## config.mk

```make
export PLATFORM = sky130hd
export DESIGN_NAME = arming_interlock_fsm_unit
export DESIGN_NICKNAME = d
export VERILOG_FILES = /design/src/hw/rtl/armil_pkg.sv /design/src/hw/rtl/armil_cond.sv /design/src/hw/rtl/arming_interlock_fsm_unit.sv
export SDC_FILE = /design/constraint.sdc
export NUM_CORES = 1
export LEC_CHECK = 0
export ABC_AREA = 1
export BUFFER_PORTS_ARGS = -buffer_cell sky130_fd_sc_hd__buf_4
export CAP_MARGIN = 20
export CORE_UTILIZATION = 64
export CTS_BUF_LIST = sky130_fd_sc_hd__clkbuf_2
export CTS_CLUSTER_SIZE = 25
export DETAILED_ROUTE_END_ITERATION = 7
export PLACE_DENSITY = 0.82
export SLEW_MARGIN = 10
export SYNTH_ARGS = -nofsm -noshare
export SYNTH_HDL_FRONTEND = slang
export SYNTH_SLANG_ARGS = --single-unit
```

## constraint.sdc

```tcl
create_clock -name clk_i -period 4.7 [get_ports clk_i]
set_input_delay 0.94 -clock clk_i [delete_from_list [all_inputs] [get_ports clk_i]]
set_output_delay 0.94 -clock clk_i [all_outputs]
set_load 0.03 [all_outputs]
```

## src/hw/rtl/armil_pkg.sv

```systemverilog
`default_nettype none

package armil_pkg;

  // Port widths
  localparam int unsigned KindW     = 3;
  localparam int unsigned ItemW     = 50;
  localparam int unsigned InDataW   = 56;
  localparam int unsigned OutDataW  = 8;
  localparam int unsigned CfgAddrW  = 3;
  localparam int unsigned CfgDataW  = 16;
  localparam int unsigned TimeW     = 32;
  localparam int unsigned AngleLimW = 15;

  // Register reset values
  localparam logic signed [15:0]    ThrottleLimitRst = 16'sd819;   // 0.05 in Q1.14
  localparam logic [AngleLimW-1:0]  RollLimitRst     = 15'd2000;   // 20 deg
  localparam logic [AngleLimW-1:0]  PitchLimitRst    = 15'd2000;
  localparam logic [15:0]           ArmDelayRst      = 16'd500;
  localparam logic [15:0]           CheckIntervalRst = 16'd50;

  // One input item as packed in tdata; throttle sits in the low bits.
  typedef struct packed {
    logic               switch_on;
    logic               imu_ok;
    logic signed [15:0] pitch;
    logic signed [15:0] roll;
    logic signed [15:0] throttle;
  } item_t;

  typedef struct packed {
    logic signed [15:0]    throttle_limit;
    logic [AngleLimW-1:0]  roll_limit;
    logic [AngleLimW-1:0]  pitch_limit;
    logic [15:0]           arm_delay;
    logic [15:0]           check_interval;
  } cfg_t;

  // Status from the condition evaluator to the state machine
  typedef struct packed {
    logic check_due;   // check interval has elapsed
    logic cond_new;    // freshly evaluated arming conditions
    logic delay_done;  // pending arm request is old enough
  } cond_t;

endpackage

`default_nettype wire

```

## src/hw/rtl/armil_cond.sv

```systemverilog
`default_nettype none

module armil_cond (
  input  armil_pkg::cfg_t                   cfg_i,
  input  armil_pkg::item_t                  item_i,
  input  logic                              switch_state_i,
  input  logic [armil_pkg::TimeW-1:0]       now_ms_i,
  input  logic [armil_pkg::TimeW-1:0]       last_check_ms_i,
  input  logic [armil_pkg::TimeW-1:0]       request_ms_i,
  output armil_pkg::cond_t                  cond_o
);
  import armil_pkg::*;

  logic [16:0]      roll_ext, pitch_ext;
  logic [16:0]      roll_mag, pitch_mag;
  logic [TimeW-1:0] since_check, since_request;
  logic             thr_ok, roll_ok, pitch_ok;

  // |x| in 17 bits so that -32768 maps to 32768 and fails any limit
  assign roll_ext  = {item_i.roll[15], item_i.roll};
  assign pitch_ext = {item_i.pitch[15], item_i.pitch};
  assign roll_mag  = item_i.roll[15]  ? 17'(-roll_ext)  : roll_ext;
  assign pitch_mag = item_i.pitch[15] ? 17'(-pitch_ext) : pitch_ext;

  assign thr_ok   = $signed(item_i.throttle) <= $signed(cfg_i.throttle_limit);
  assign roll_ok  = roll_mag  <= {2'b00, cfg_i.roll_limit};
  assign pitch_ok = pitch_mag <= {2'b00, cfg_i.pitch_limit};

  // elapsed times wrap modulo 2^32
  assign since_check   = now_ms_i - last_check_ms_i;
  assign since_request = now_ms_i - request_ms_i;

  assign cond_o.check_due  = since_check >= {16'b0, cfg_i.check_interval};
  assign cond_o.delay_done = since_request >= {16'b0, cfg_i.arm_delay};
  assign cond_o.cond_new   = thr_ok & roll_ok & pitch_ok & item_i.imu_ok & ~switch_state_i;

endmodule

`default_nettype wire

```

## src/hw/rtl/arming_interlock_fsm_unit.sv

```systemverilog
`default_nettype none

// Arming interlock for a motor controller. Each request on the slave stream is
// one event, selected by tuser: millisecond tick, sample update (throttle, roll,
// pitch, IMU ready), arm request, disarm request, safety-switch setting or force
// disarm; codes 6 and 7 are ignored but still answered. Every event yields
// exactly one result on the master stream: the mode after the event (disarmed,
// ready to arm, arming, armed, disarming), the last evaluated arming conditions,
// whether a request of kind arm/disarm/force was accepted, and the safety switch
// state. Conditions are only re-evaluated on a sample update once check_interval
// ms have elapsed since the previous evaluation; a stored arm request turns into
// armed after arm_delay ms if the conditions still hold. Time advances only on
// tick events (32-bit wrapping counter). Throughput is one event per clock while
// the master stream takes results. The input register takes a request; the
// combinational evaluation and state update then load the result register once
// it is free, and the result is offered from there on the master stream.
// The result register lets a new request enter while the previous result waits.
// Configuration registers are written through the cfg channel, which is always
// ready; write them only while no event is in flight. Indexes beyond the
// register list are ignored.

module arming_interlock_fsm_unit (
  input  logic                              clk_i,
  input  logic                              rst_ni,
  // slave stream: events
  input  logic                              s_axis_tvalid_i,
  output logic                              s_axis_tready_o,
  // tdata: throttle[15:0], roll[31:16], pitch[47:32], imu_ok[48],
  //        switch_on[49], zero fill[55:50]
  input  logic [armil_pkg::InDataW-1:0]     s_axis_tdata_i,
  // tuser: kind[2:0]
  input  logic [armil_pkg::KindW-1:0]       s_axis_tuser_i,
  // master stream: results
  output logic                              m_axis_tvalid_o,
  input  logic                              m_axis_tready_i,
  // tdata: arm_state[2:0], conditions_ok[3], accepted[4], safety_on[5],
  //        zero fill[7:6]
  output logic [armil_pkg::OutDataW-1:0]    m_axis_tdata_o,
  // configuration writes
  input  logic                              cfg_valid_i,
  output logic                              cfg_ready_o,
  input  logic [armil_pkg::CfgAddrW-1:0]    cfg_addr_i,
  input  logic [armil_pkg::CfgDataW-1:0]    cfg_data_i
);
  import armil_pkg::*;

  typedef enum logic [2:0] {
    ModeDisarmed  = 3'd0,
    ModeReady     = 3'd1,
    ModeArming    = 3'd2,
    ModeArmed     = 3'd3,
    ModeDisarming = 3'd4
  } mode_e;

  typedef enum logic [KindW-1:0] {
    KindTick    = 3'd0,
    KindSample  = 3'd1,
    KindArm     = 3'd2,
    KindDisarm  = 3'd3,
    KindSwitch  = 3'd4,
    KindForce   = 3'd5
  } kind_e;

  typedef enum logic [CfgAddrW-1:0] {
    CfgThrottleLimit = 3'd0,
    CfgRollLimit     = 3'd1,
    CfgPitchLimit    = 3'd2,
    CfgArmDelay      = 3'd3,
    CfgCheckInterval = 3'd4
  } cfg_idx_e;

  // ---------------------------------------------------------------------------
  // Configuration registers
  // ---------------------------------------------------------------------------
  cfg_t cfg_q;

  assign cfg_ready_o = 1'b1;

  always_ff @(posedge clk_i or negedge rst_ni) begin
    if (!rst_ni) begin
      cfg_q.throttle_limit <= ThrottleLimitRst;
      cfg_q.roll_limit     <= RollLimitRst;
      cfg_q.pitch_limit    <= PitchLimitRst;
      cfg_q.arm_delay      <= ArmDelayRst;
      cfg_q.check_interval <= CheckIntervalRst;
    end else if (cfg_valid_i) begin
      unique case (cfg_addr_i)
        CfgThrottleLimit: cfg_q.throttle_limit <= $signed(cfg_data_i);
        CfgRollLimit:     cfg_q.roll_limit     <= cfg_data_i[AngleLimW-1:0];
        CfgPitchLimit:    cfg_q.pitch_limit    <= cfg_data_i[AngleLimW-1:0];
        CfgArmDelay:      cfg_q.arm_delay      <= cfg_data_i;
        CfgCheckInterval: cfg_q.check_interval <= cfg_data_i;
        default: ;  // unmapped index, dropped
      endcase
    end
  end

  // ---------------------------------------------------------------------------
  // Input register
  // ---------------------------------------------------------------------------
  logic                 in_valid_q;
  logic [KindW-1:0]     in_kind_q;
  item_t                in_item_q;
  logic                 out_valid_q;
  logic                 advance;   // event in input reg moves to result reg
  logic                 in_take;

  assign advance         = ~out_valid_q | m_axis_tready_i;
  assign s_axis_tready_o = ~in_valid_q | advance;
  assign in_take         = s_axis_tvalid_i & s_axis_tready_o;

  always_ff @(posedge clk_i or negedge rst_ni) begin
    if (!rst_ni) begin
      in_valid_q <= 1'b0;
    end else if (in_take) begin
      in_valid_q <= 1'b1;
    end else if (advance) begin
      in_valid_q <= 1'b0;
    end
  end

  // payload, no reset needed
  always_ff @(posedge clk_i) begin
    if (in_take) begin
      in_kind_q <= s_axis_tuser_i;
      in_item_q <= item_t'(s_axis_tdata_i[ItemW-1:0]);
    end
  end

  // ---------------------------------------------------------------------------
  // Interlock state
  // ---------------------------------------------------------------------------
  mode_e              mode_q, mode_d;
  logic               cond_met_q, cond_met_d;
  logic [TimeW-1:0]   now_ms_q, now_ms_d;
  logic [TimeW-1:0]   last_check_ms_q, last_check_ms_d;
  logic [TimeW-1:0]   request_ms_q, request_ms_d;
  logic               pending_q, pending_d;
  logic               switch_q, switch_d;
  logic               out_valid_d;
  logic [OutDataW-1:0] out_data_q, out_data_d;
  logic               acc;
  logic               cond_cur;
  logic               fire;
  cond_t              cond;

  armil_cond u_cond (
    .cfg_i           (cfg_q),
    .item_i          (in_item_q),
    .switch_state_i  (switch_q),
    .now_ms_i        (now_ms_q),
    .last_check_ms_i (last_check_ms_q),
    .request_ms_i    (request_ms_q),
    .cond_o          (cond)
  );

  assign fire     = in_valid_q & advance;
  // condition value used by the sample update: fresh if the interval elapsed
  assign cond_cur = cond.check_due ? cond.cond_new : cond_met_q;

  always_comb begin
    mode_d          = mode_q;
    cond_met_d      = cond_met_q;
    now_ms_d        = now_ms_q;
    last_check_ms_d = last_check_ms_q;
    request_ms_d    = request_ms_q;
    pending_d       = pending_q;
    switch_d        = switch_q;
    acc             = 1'b0;

    if (fire) begin
      unique case (in_kind_q)
        KindTick: begin
          now_ms_d = now_ms_q + 32'd1;
        end
        KindSample: begin
          if (cond.check_due) begin
            cond_met_d      = cond.cond_new;
            last_check_ms_d = now_ms_q;
          end
          unique case (mode_q)
            ModeDisarmed: begin
              if (cond_cur) mode_d = ModeReady;
            end
            ModeReady: begin
              if (!cond_cur) mode_d = ModeDisarmed;
            end
            ModeArming: begin
              if (!cond_cur) begin
                mode_d    = ModeDisarmed;
                pending_d = 1'b0;
              end else if (pending_q && cond.delay_done) begin
                mode_d = ModeArmed;
              end
            end
            ModeArmed: begin
              if (!cond_cur) mode_d = ModeDisarming;
            end
            default: begin
              // disarming completes on the next sample
              mode_d    = ModeDisarmed;
              pending_d = 1'b0;
            end
          endcase
        end
        KindArm: begin
          if (mode_q == ModeReady) begin
            request_ms_d = now_ms_q;
            pending_d    = 1'b1;
            mode_d       = ModeArming;
            acc          = 1'b1;
          end else if (mode_q == ModeArmed) begin
            acc = 1'b1;
          end
        end
        KindDisarm: begin
          if (mode_q != ModeDisarmed) begin
            mode_d    = ModeDisarming;
            pending_d = 1'b0;
            acc       = 1'b1;
          end
        end
        KindSwitch: begin
          switch_d = in_item_q.switch_on;
          if (in_item_q.switch_on && mode_q != ModeDisarmed) mode_d = ModeDisarming;
        end
        KindForce: begin
          mode_d    = ModeDisarming;
          pending_d = 1'b0;
          acc       = 1'b1;
        end
        default: ;  // unused kinds report state only
      endcase
    end

    out_valid_d = advance ? in_valid_q : out_valid_q;
    out_data_d  = fire ? {2'b00, switch_d, acc, cond_met_d, mode_d} : out_data_q;
  end

  always_ff @(posedge clk_i or negedge rst_ni) begin
    if (!rst_ni) begin
      mode_q          <= ModeDisarmed;
      cond_met_q      <= 1'b0;
      now_ms_q        <= '0;
      last_check_ms_q <= '0;
      request_ms_q    <= '0;
      pending_q       <= 1'b0;
      switch_q        <= 1'b0;
      out_valid_q     <= 1'b0;
      out_data_q      <= '0;
    end else begin
      mode_q          <= mode_d;
      cond_met_q      <= cond_met_d;
      now_ms_q        <= now_ms_d;
      last_check_ms_q <= last_check_ms_d;
      request_ms_q    <= request_ms_d;
      pending_q       <= pending_d;
      switch_q        <= switch_d;
      out_valid_q     <= out_valid_d;
      out_data_q      <= out_data_d;
    end
  end

  assign m_axis_tvalid_o = out_valid_q;
  assign m_axis_tdata_o  = out_data_q;

  // ---------------------------------------------------------------------------
  // Assertions
  // ---------------------------------------------------------------------------
  // a stored arm request only lives in arming, armed or disarming
  a_pending_mode: assert property (@(posedge clk_i) disable iff (!rst_ni)
    pending_q |-> (mode_q != ModeDisarmed && mode_q != ModeReady))
    else $error("arm request pending in disarmed/ready mode");

  // armed is entered only from arming
  a_armed_entry: assert property (@(posedge clk_i) disable iff (!rst_ni)
    (mode_q == ModeArmed && $past(mode_q) != ModeArmed) |-> $past(mode_q) == ModeArming)
    else $error("armed entered without arming");

  // the millisecond clock only steps by one
  a_time_step: assert property (@(posedge clk_i) disable iff (!rst_ni)
    (now_ms_q != $past(now_ms_q)) |-> now_ms_q == $past(now_ms_q) + 32'd1)
    else $error("millisecond clock jumped");

  // an accepted request never leaves the machine disarmed or ready
  a_acc_mode: assert property (@(posedge clk_i) disable iff (!rst_ni)
    (out_valid_q && out_data_q[4]) |->
      (out_data_q[2:0] != ModeDisarmed && out_data_q[2:0] != ModeReady))
    else $error("accepted request with disarmed/ready result");

endmodule

`default_nettype wire

```

==> metrics.yaml, run 1 <==
sta:
  slew_violations: 0
  hold_viol: 0
  fin_skew_ps: 119
  tightest_slew_ps: 999
  slew_headroom_pct: 33.2
  fmax_mhz: 249
  period_share_pct: 85.4
  timing.hold.ws_ps: 155
  setup_slack_ps: 685
  tns_ps: 0
  period_needed_ps: 4020
  rsz0062_at_grt: "no"
  setup_viol: 0
clock_network:
  cts_tree: "yes"
  post_cts_buffers: 0
  cts-root-buf: "clkbuf_2"
  cts_resized: 0
  htreeDepth: 2
  clkLatencyLatePin_ps: 940
  clock_sink_count: 241
  cts_buffers: 61
  clk_pin_slew_ps: 130
  clk_path_buf_depth: 3
detailed_routing:
  via_count: 15000
  via_per_inst: 5.27
  drcViolationCount: 0
  ant_nets: 0
  drtIter0Drc: 1244
  finalWirelength_um: 41200
  detail_route.wl_per_cell_um: 14.5
  firstDrtPassIters: 6
cells_and_area:
  fill_cells: 2173
  final_nets: 2682
  finish.utilization_pct: 71.3
  syn_to_final_growth_pct: 9.33
  final_cell_mix: "nand2_1, inv_1, dfrtp_1"
  layout-drive-gt1-share_pct: 10.8
  final_common_cell: "nand2_1"
worst_setup_path:
  path_cells: "ha_1, nand2_1, nor2_1, nand3_1, nand3_1, nand2_1, nand2_1, xor2_1, ha_1, a21oi_1, nor3_1, a211oi_1, nand3_1, a21oi_1, nand3_1, nor2_1, nand2_1, nand2_2, buf_12, nand2_1, o21ai_2"
  cp.arrival_ps: 4780
  cp.required_ps: 5460
  critPathBufInv: 1
  crit_path_frequent_cell: "nand2_1"
  worstSetupEndpointType: "flop"
  path_max_fanout: 65
  start_kind: "flop"
  crit_path_top_delay_cell: "dfrtp_1"
  cpPeakStageDelay_ps: 510
  crit_type: "reg2reg"
  crit_family: "simple AND/OR/NAND/NOR gates"
die:
  io_pins: 94
  core.rowCount: 59
  die_y_um: 165
  core_area_um2: 26000
  die_w_um: 165
  die-area_um2: 27100
  initial_utilization_pct: 65.2
synth:
  synth_top_area_share_pct: 23.8
  ys_seq_area_share_pct: 37.4
  yosys_warnings: 0
  synth_top_area_cell: "dfrtp_1"
  synth_flop_cell: "dfrtp_1"
  syn_area_per_cell_um2: 7.26
  synth_cell_types: 49
  syn_area_um2: 16900
  synth_edf_count: 53
  synth_area_leaders: "dfrtp_1, nand2_1, ha_1"
  syn_inst: 2335
  synth_seq_cells: 241
  ys_async_sr_fraction_pct: 78.0
grt:
  grt_pass1_vias: 14400
  globalRouteOverflowTotal: 0
  antenna_found_initial: 7
  grt_max_degree: 81
  grt_first_pass_wirelength_um: 68000
  grt_util_all_layers_pct: 31.6
worst_hold_path:
  hp-class: "in2reg"
pwr:
  leakagePower_nw: 9.95
  powerDensity_nw_per_um2: 408
  vdd_drop_max_uv: 293
place:
  pre_cts_ws_ps: 827
  gp_congestion: 0.936
  port_buffers: 84
  hpwlAfterDp_um: 32000
flow_run:
  drv_cap: 0
status:
  status: "finished clean"
routing by layer:
layer	track usage (%)	vias up	share of wire (%)	wire, µm
li1	-	7587	-	-
met1	41.4	6863	43	17700
met2	52.3	448	47	19400
met3	5.95	95	7.5	3080
met4	10.5	2	2.4	988
met5	0	-	0.032	13
flip-flops by register name (all words and copies together) (netlist names):
| name | count |
|---|---|
| request_ms_q | 32 |
| mode_q | 3 |
| last_check_ms_q | 32 |
| in_item_q | 50 |
| switch_q | 1 |
| m_axis_tvalid_o | 1 |
| in_valid_q | 1 |
| now_ms_q | 32 |
| in_kind_q | 3 |
| m_axis_tdata_o | 6 |
| cfg_q | 78 |
| cond_met_q | 1 |
| pending_q | 1 |
layout make-up:
type                            count  area (µm²)  share of cell area [%]
Sequential cell                   241        6330                    34.2
Antenna cell                        3        7.51                  0.0405
Clock buffer                       92         460                    2.49
Tap cell                          335         419                    2.26
Clock inverter                     23         165                   0.892
Inverter                          465        1750                    9.42
Timing Repair Buffer               91         722                    3.90
Multi-Input combinational cell   1594        8670                    46.8
final timing paths:
| path | from | endpoint | slack, ps | cells past startpoint |
|---|---|---|---|---|
| setup / recovery | now_ms_q[6] | last_check_ms_q[23] | 680 | 21 |
| hold / removal | s_axis_tdata_i[33] | in_item_q[33] | 160 | 1 |
| setup reg to reg | now_ms_q[6] | last_check_ms_q[23] | 680 | 21 |
| hold reg to reg | pending_q | pending_q | 490 | 2 |
| max in group asynchronous | rst_ni | cfg_q[53] | 3000 | 3 |
| min in group asynchronous | rst_ni | last_check_ms_q[10] | 650 | 2 |
synth_stat cells (27+ instances only):
library cell and count:
ha_1 143, o21ai_0 149, dfstp_2 27, nor2_1 154, dfrtp_1 161, edfxtp_1 53
nand3_1 87, a21oi_1 76, nand2_1 720, xor2_1 78, inv_1 462, nor3_1 40
per-stage QoR:
stage / power [W] / instances / cell area (µm²)
finish: 0.00757 / 2844 / 18500
global route: 0.00824 / 2842 / 18500
detailed placement: 0.00598 / 2724 / 17900
global placement: 0.00580 / 2724 / 17900
floorplan: 0.00513 / 2336 / 16900
CTS: 0.00756 / 2840 / 18500
power by group:
part / internal, W / leakage (nW) / switching, W
Clock: 0.000652 / 0.461 / 0.000912
Combinational: 0.00125 / 6.67 / 0.00208
Sequential: 0.00247 / 2.82 / 0.000204
Total: 0.00437 / 9.95 / 0.00320
worst reg2reg max path: stages, from the launching register on:
cell and delay (ps):
dfrtp_1 510, ha_1 420, nand2_1 120, nor2_1 150, nand3_1 100, nand3_1 220, nand2_1 90, nand2_1 180
xor2_1 210, ha_1 280, a21oi_1 150, nor3_1 70, a211oi_1 190, nand3_1 140, a21oi_1 130, nand3_1 90
nor2_1 90, nand2_1 90, nand2_2 90, buf_12 250, nand2_1 190, o21ai_2 80
logic make-up (layout without fill, tap and decap cells):
group,after synthesis,in the layout,synth area share [%]
xor+xnor,91,91,4.70
simple gates,1081,1081,26.7
fa+ha+maj,145,145,10.8
other cells,2,6,0.0443
buf+inv,501,671,11.5
compound gates,274,274,8.89
flops,241,241,37.4
repair_timing:
action	4_1_cts	5_1_grt
endpoints found under the hold margin	3	0
hold buffers	1	0
endpoints found under the setup margin	0	0
Power figures use the tool's default switching activity.
==> run 2, diff against run 1 <==
--- a/config.mk
+++ b/config.mk
@@ -5,14 +5,14 @@
 export SDC_FILE = /design/constraint.sdc
 export NUM_CORES = 1
 export LEC_CHECK = 0
-export ABC_AREA = 1
+export ABC_AREA = 0
 export BUFFER_PORTS_ARGS = -buffer_cell sky130_fd_sc_hd__buf_4
 export CAP_MARGIN = 20
 export CORE_UTILIZATION = 64
 export CTS_BUF_LIST = sky130_fd_sc_hd__clkbuf_2
 export CTS_CLUSTER_SIZE = 25
 export DETAILED_ROUTE_END_ITERATION = 7
-export PLACE_DENSITY = 0.82
+export PLACE_DENSITY = 0.83
 export SLEW_MARGIN = 10
 export SYNTH_ARGS = -nofsm -noshare
 export SYNTH_HDL_FRONTEND = slang
==> metrics.yaml, run 2 <==
detailed_routing:
  via_count: 13100
  firstDrtPassIters: 7
  via_per_inst: 5.92
  drtIter0Drc: 732
  drcViolationCount: 0
  detail_route.wl_per_cell_um: 17.4
  finalWirelength_um: 38600
  ant_nets: 0
grt:
  grt_first_pass_wirelength_um: 62900
  grt_util_all_layers_pct: 30.2
  globalRouteOverflowTotal: 0
  antenna_found_initial: 1
  grt_pass1_vias: 13100
  grt_max_degree: 102
synth:
  syn_area_um2: 16100
  yosys_warnings: 0
  synth_seq_cells: 241
  ys_async_sr_fraction_pct: 78.0
  synth_edf_count: 53
  synthTopCellsByCount: "inv_1, dfrtp_1, nand2_1, ha_1, o21ai_0"
  syn_area_per_cell_um2: 9.63
  synth_cell_types: 86
  synth_area_leaders: "dfrtp_1, ha_1, edfxtp_1"
  synth_top_area_cell: "dfrtp_1"
  synth_flop_cell: "dfrtp_1"
  synth_top_area_share_pct: 25.0
  syn_inst: 1671
  ys_seq_area_share_pct: 39.3
  synth_most_common_cell: "inv_1"
clock_network:
  postCtsHoldBufs: 0
  htreeDepth: 2
  cts-root-buf: "clkbuf_2"
  clk_pin_slew_ps: 110
  cts_buffers: 60
  clkLatencyLatePin_ps: 890
  clk_path_buf_depth: 3
  clock_sink_count: 241
  cts_tree: "yes"
worst_setup_path:
  crit_type: "reg2reg"
  worstSetupEndpointType: "flop"
  cp.required_ps: 5420
  start_kind: "flop"
  path_max_fanout: 16
  cp.arrival_ps: 5720
  r2r_cells: 21
cells_and_area:
  top_regs: "cfg_q: 78 flops, in_item_q: 50 flops"
  seq_area_um2: 6330
  fill_cells: 1749
  top_register: "cfg_q"
  finish.utilization_pct: 74.3
  syn_to_final_growth_pct: 13.0
  final_nets: 2073
  final_common_cell: "buf_4"
  multi_input_area_um2: 8940
  largest_reg_flops: 78
  final_cell_mix: "buf_4, inv_1, dfrtp_1"
  layout-drive-gt1-share_pct: 22.7
die:
  core_area_um2: 24500
  core.rowCount: 57
  initial_utilization_pct: 65.8
  io_pins: 94
  die_y_um: 161
  die-area_um2: 25800
  die_w_um: 161
pwr:
  pwr-share-comb_pct: 49.4
  intPower_w: 0.00478
  pwr-share-clk_pct: 17.9
  vdd_drop_max_uv: 320
  power_switching_w: 0.00289
  totalPowerFinal_w: 0.00768
  swShare_pct: 37.7
  leakagePower_nw: 8.68
  pwr-share-seq_pct: 32.7
  powerDensity_nw_per_um2: 422
place:
  gp_congestion: 0.964
  hpwlAfterDp_um: 29400
  port_buffers: 84
status:
  status: "finished with violations"
  failed_checks: "negative setup slack"
sta:
  setup_viol: 41
  slew_violations: 0
  fin_skew_ps: 79.5
  slew_headroom_pct: 31.1
  tightest_slew_ps: 1010
  rsz0062_at_grt: "yes"
  setup_slack_ps: -307
  period_share_pct: 107
  fmax_mhz: 200
  period_needed_ps: 5010
  hold_viol: 0
flow_run:
  drv_cap: 0
worst_hold_path:
  hp-class: "in2async"
-- run 2: logic make-up after synthesis --
kind of cell             Yosys count  synth area share (%)
other                              2                0.0467
multiplexers                      95                  7.24
flip-flops                       241                  39.3
buffers and inverters            229                  5.88
AND/OR/NAND/NOR                  438                  13.8
AO/OA/AOI/OAI                    425                  17.1
XOR/XNOR                          96                  5.22
adder cells (fa/ha/maj)          145                  11.4
-- run 2: per-layer routing --
metal	global-route usage, %	routed length, µm	part of all wire (%)	vias up
met5	0	0	0	-
met4	13.2	1310	3.4	0
met3	4.88	1810	4.7	89
met2	53.5	19500	51	363
met1	36.2	16000	41	6310
li1	-	-	-	6369
-- run 2: through the flow --
stage                     std cells  instance area [µm²]  hold WS (ps)  worst slack, ps  setup TNS (ps)
after global routing           2217                18200           131             -480          -17360
after floorplan                1672                16100           454            -87.4           -2430
after global placement         2099                17500           474             -168           -5350
final                          2218                18200           193             -307          -10220
after detailed placement       2099                17500           490             -300          -10280
after CTS                      2210                18100           126             -296           -9410
-- run 2: power groups by stage --
stage / Clock [W] / Combinational (W) / Sequential (W)
2_1_floorplan: 0 / 0.00248 / 0.00255
3_3_place_gp: 0 / 0.00345 / 0.00254
3_5_place_dp: 0 / 0.00359 / 0.00255
4_1_cts: 0.00142 / 0.00363 / 0.00251
5_1_grt: 0.00150 / 0.00418 / 0.00253
6_report: 0.00137 / 0.00379 / 0.00251
-- run 2: final timing paths --
kind | from | end | slack, ps
setup / recovery | last_check_ms_q[1] | last_check_ms_q[21] | -310
hold / removal | rst_ni | cfg_q[15] | 190
setup reg to reg | last_check_ms_q[1] | last_check_ms_q[21] | -310
hold reg to reg | request_ms_q[0] | request_ms_q[0] | 510
max in group asynchronous | rst_ni | request_ms_q[12] | 3490
min in group clk_i | s_axis_tdata_i[48] | in_item_q[48] | 210
-- run 2: cell type report --
class                      instances  share of cell area [%]
antenna                            2                  0.0275
clock buffer                      87                    2.39
clock inverter                    22                   0.544
inverter                         167                    3.45
multi-input combinational       1202                    49.2
sequential                       241                    34.8
tap                              324                    2.23
timing repair buffer             173                    7.40
-- run 2: worst max-delay path, cell delays in order (launching register included) --
cell and delay [ps]:
dfrtp_1 380, inv_1 80, ha_1 230, nor2b_4 130, o31a_1 320, o311a_4 360, nor3_4 180, o21ba_2 150
xnor2_1 120, ha_1 260, a21o_1 190, a21o_1 170, a221o_1 300, nor3_2 100, o211ai_1 130, a221o_1 270
or4_4 430, nor4_4 310, buf_6 190, nor2b_4 80, buf_12 170, mux2_4 310
-- run 2: timing repair --
action / CTS / global route
hold endpoints to repair: 0 / 0
pin swaps: 4 / 10
buffers inserted: 2 / 5
resized for setup: 10 / 11
setup endpoints to repair: 41 / 41
==> run 3, diff against run 2 <==
--- a/config.mk
+++ b/config.mk
@@ -16,4 +16,5 @@
 export SLEW_MARGIN = 10
 export SYNTH_ARGS = -nofsm -noshare
 export SYNTH_HDL_FRONTEND = slang
+export SYNTH_HIERARCHICAL = 1
 export SYNTH_SLANG_ARGS = --single-unit
==> metrics.yaml, run 3 <==
status:
  status: "finished with violations"
  failed_checks: "negative setup slack"
cells_and_area:
  final_nets: 1965
  final_common_cell: "buf_4"
  top_register: "cfg_q"
  final_cell_mix: "buf_4, inv_1, dfrtp_1"
  fin_area_um2: 18300
  top_regs: "cfg_q: 78 flops, in_item_q: 50 flops"
  layout-drive-gt1-share_pct: 28.1
  syn_to_final_growth_pct: 17.8
  largest_reg_flops: 78
worst_setup_path:
  worstSetupEndpointType: "flop"
  start_kind: "flop"
  cp.required_ps: 5480
  path_max_fanout: 4
  cp.arrival_ps: 5740
  crit_type: "reg2reg"
synth:
  synth_top_family_by_area: "compound AO/OA/AOI/OAI gates"
  synth-compound-area-share_pct: 13.3
  synth_edf_count: 53
  muxShareOfSynthArea_pct: 10.9
  synth_most_common_cell: "inv_1"
  synthTopCellsByCount: "inv_1, dfrtp_1, ha_1, a21oi_1, mux2_2"
  synth_xor_xnor_area_share_pct: 5.70
  ys_seq_area_share_pct: 40.8
  synth_top_area_cell: "dfrtp_1"
  synth_cell_types: 85
  synth_area_leaders: "dfrtp_1, ha_1, edfxtp_1"
  synth_seq_cells: 241
  synth_flop_cell: "dfrtp_1"
  syn_inst: 1510
  ys_async_sr_fraction_pct: 78.0
  synth_top_area_share_pct: 26.0
  syn_area_um2: 15500
  synth-adder-area-share_pct: 11.8
  syn_area_per_cell_um2: 10.3
  synth-simple-area-share_pct: 11.9
  yosys_warnings: 6
die:
  die_y_um: 158
  io_pins: 94
  core_area_um2: 23600
  die-area_um2: 24900
  initial_utilization_pct: 65.7
  die_w_um: 158
  core.rowCount: 56
clock_network:
  clkLatencyLatePin_ps: 900
  cts-root-buf: "clkbuf_2"
  cts_buffers: 60
  clk_path_buf_depth: 3
  htreeDepth: 2
  clk_pin_slew_ps: 120
  clock_sink_count: 241
  postCtsHoldBufs: 0
  cts_tree: "yes"
sta:
  slew_headroom_pct: 27.1
  hold_viol: 0
  slew_violations: 0
  fmax_mhz: 201
  tightest_slew_ps: 1090
  period_needed_ps: 4970
  setup_viol: 40
  setup_slack_ps: -266
  rsz0062_at_grt: "yes"
  fin_skew_ps: 74.0
  period_share_pct: 106
worst_hold_path:
  hp-class: "in2async"
grt:
  grt_first_pass_wirelength_um: 59800
  grt_max_degree: 86
  grt_util_all_layers_pct: 30.6
  antenna_found_initial: 1
  grt_pass1_vias: 12200
  globalRouteOverflowTotal: 0
detailed_routing:
  drtIter0Drc: 749
  via_count: 12400
  finalWirelength_um: 37500
  via_per_inst: 5.87
  drcViolationCount: 0
  firstDrtPassIters: 7
  ant_nets: 0
  detail_route.wl_per_cell_um: 17.8
pwr:
  leakagePower_nw: 8.91
  powerDensity_nw_per_um2: 353
  vdd_drop_max_uv: 253
place:
  pre_cts_ws_ps: -366
  hpwlAfterDp_um: 26700
  gp_congestion: 0.883
  dpl-instance-area_um2: 17100
  port_buffers: 84
flow_run:
  drv_cap: 0
==> run 3: cell count changes after synthesis, moves of 19 or more <==
cell      change
a21o_1       +19
mux2_4       -28
o21ai_0      -64
clkbuf_1     -27
mux2_1       +61
mux2_2       +21
nand2_1      -79
==> run 3: metrics by stage <==
| step | hold WS (ps) | util [%] | total power, W | cells | TNS, ps |
|---|---|---|---|---|---|
| global route | 90.1 | 77.4 | 0.00686 | 2104 | -17560 |
| CTS | 63.9 | 76.5 | 0.00635 | 2095 | -5970 |
| floorplan | 450 | - | 0.00403 | 1511 | -139 |
| detailed placement | 475 | 72.6 | 0.00481 | 1971 | -11180 |
| global placement | 466 | 72.6 | 0.00468 | 1971 | -9550 |
| finish | 109 | 77.4 | 0.00645 | 2104 | -7640 |
==> run 3: cell families after synthesis <==
group | Yosys count
buffers and inverters | 210
DFF | 241
adders and majority gates | 145
AOI/OAI and AO/OA | 317
and+or+nand+nor | 343
xor gates and xnor gates | 101
muxes | 151
other | 2
==> run 3: path summary, 6_finish.rpt <==
| path | start | end | slack, ps | cells past startpoint |
|---|---|---|---|---|
| setup reg to reg | last_check_ms_q[0] | pending_q | -270 | 23 |
| max in group asynchronous | rst_ni | request_ms_q[4] | 3610 | 2 |
| hold reg to reg | request_ms_q[8] | request_ms_q[8] | 490 | 1 |
| min in group clk_i | s_axis_tdata_i[16] | in_item_q[16] | 210 | 1 |
| hold / removal | rst_ni | request_ms_q[26] | 110 | 1 |
| setup / recovery | last_check_ms_q[0] | pending_q | -270 | 23 |
==> run 3: cell type report <==
type | count | area (µm²)
repair buffers | 205 | 1680
clock inverters | 21 | 97.6
multi-input cells | 1060 | 8680
well taps | 319 | 399
clock buffers | 88 | 440
diodes | 1 | 2.50
inverters | 169 | 634
flip-flops and latches | 241 | 6330
fillers | 1537 | 5340
==> run 3: power breakdown <==
| group | total (W) | switching, W | internal, W |
|---|---|---|---|
| logic | 0.00251 | 0.00126 | 0.00125 |
| clock network | 0.00137 | 0.000860 | 0.000509 |
| registers | 0.00258 | 0.000163 | 0.00241 |
==> run 3: routing by layer <==
layer  GRT usage, %  vias up  wire [µm]
met4           9.62        0        882
met2           52.8      441      18500
met1           39.2     5953      15900
li1               -     5885          -
met5              0        -          0
met3           5.12       75       2200
==> run 3: critical path, stage by stage, from the launching register on <==
cell and delay [ps]:
dfrtp_1 440, ha_4 190, fa_2 370, nor2b_4 150
o2111ai_2 160, buf_4 170, a211oi_4 250, nor2_2 80
xnor2_1 190, ha_1 280, a21oi_1 150, o22ai_1 120
nor4_2 150, o211ai_1 150, a2111oi_2 220, nand3_1 130
nor4_2 280, nand4_1 120, or4_4 490, mux2i_4 260
nor2_4 60, and3_4 180, nor3_2 120, mux2i_1 190
==> run 3: repair_timing <==
item / CTS / global route
buffers inserted: 13 / 7
pin swaps: 29 / 6
hold endpoints to repair: 0 / 0
gates resized for setup: 58 / 37
gates cloned: 2 / 1
setup endpoints to repair: 41 / 41
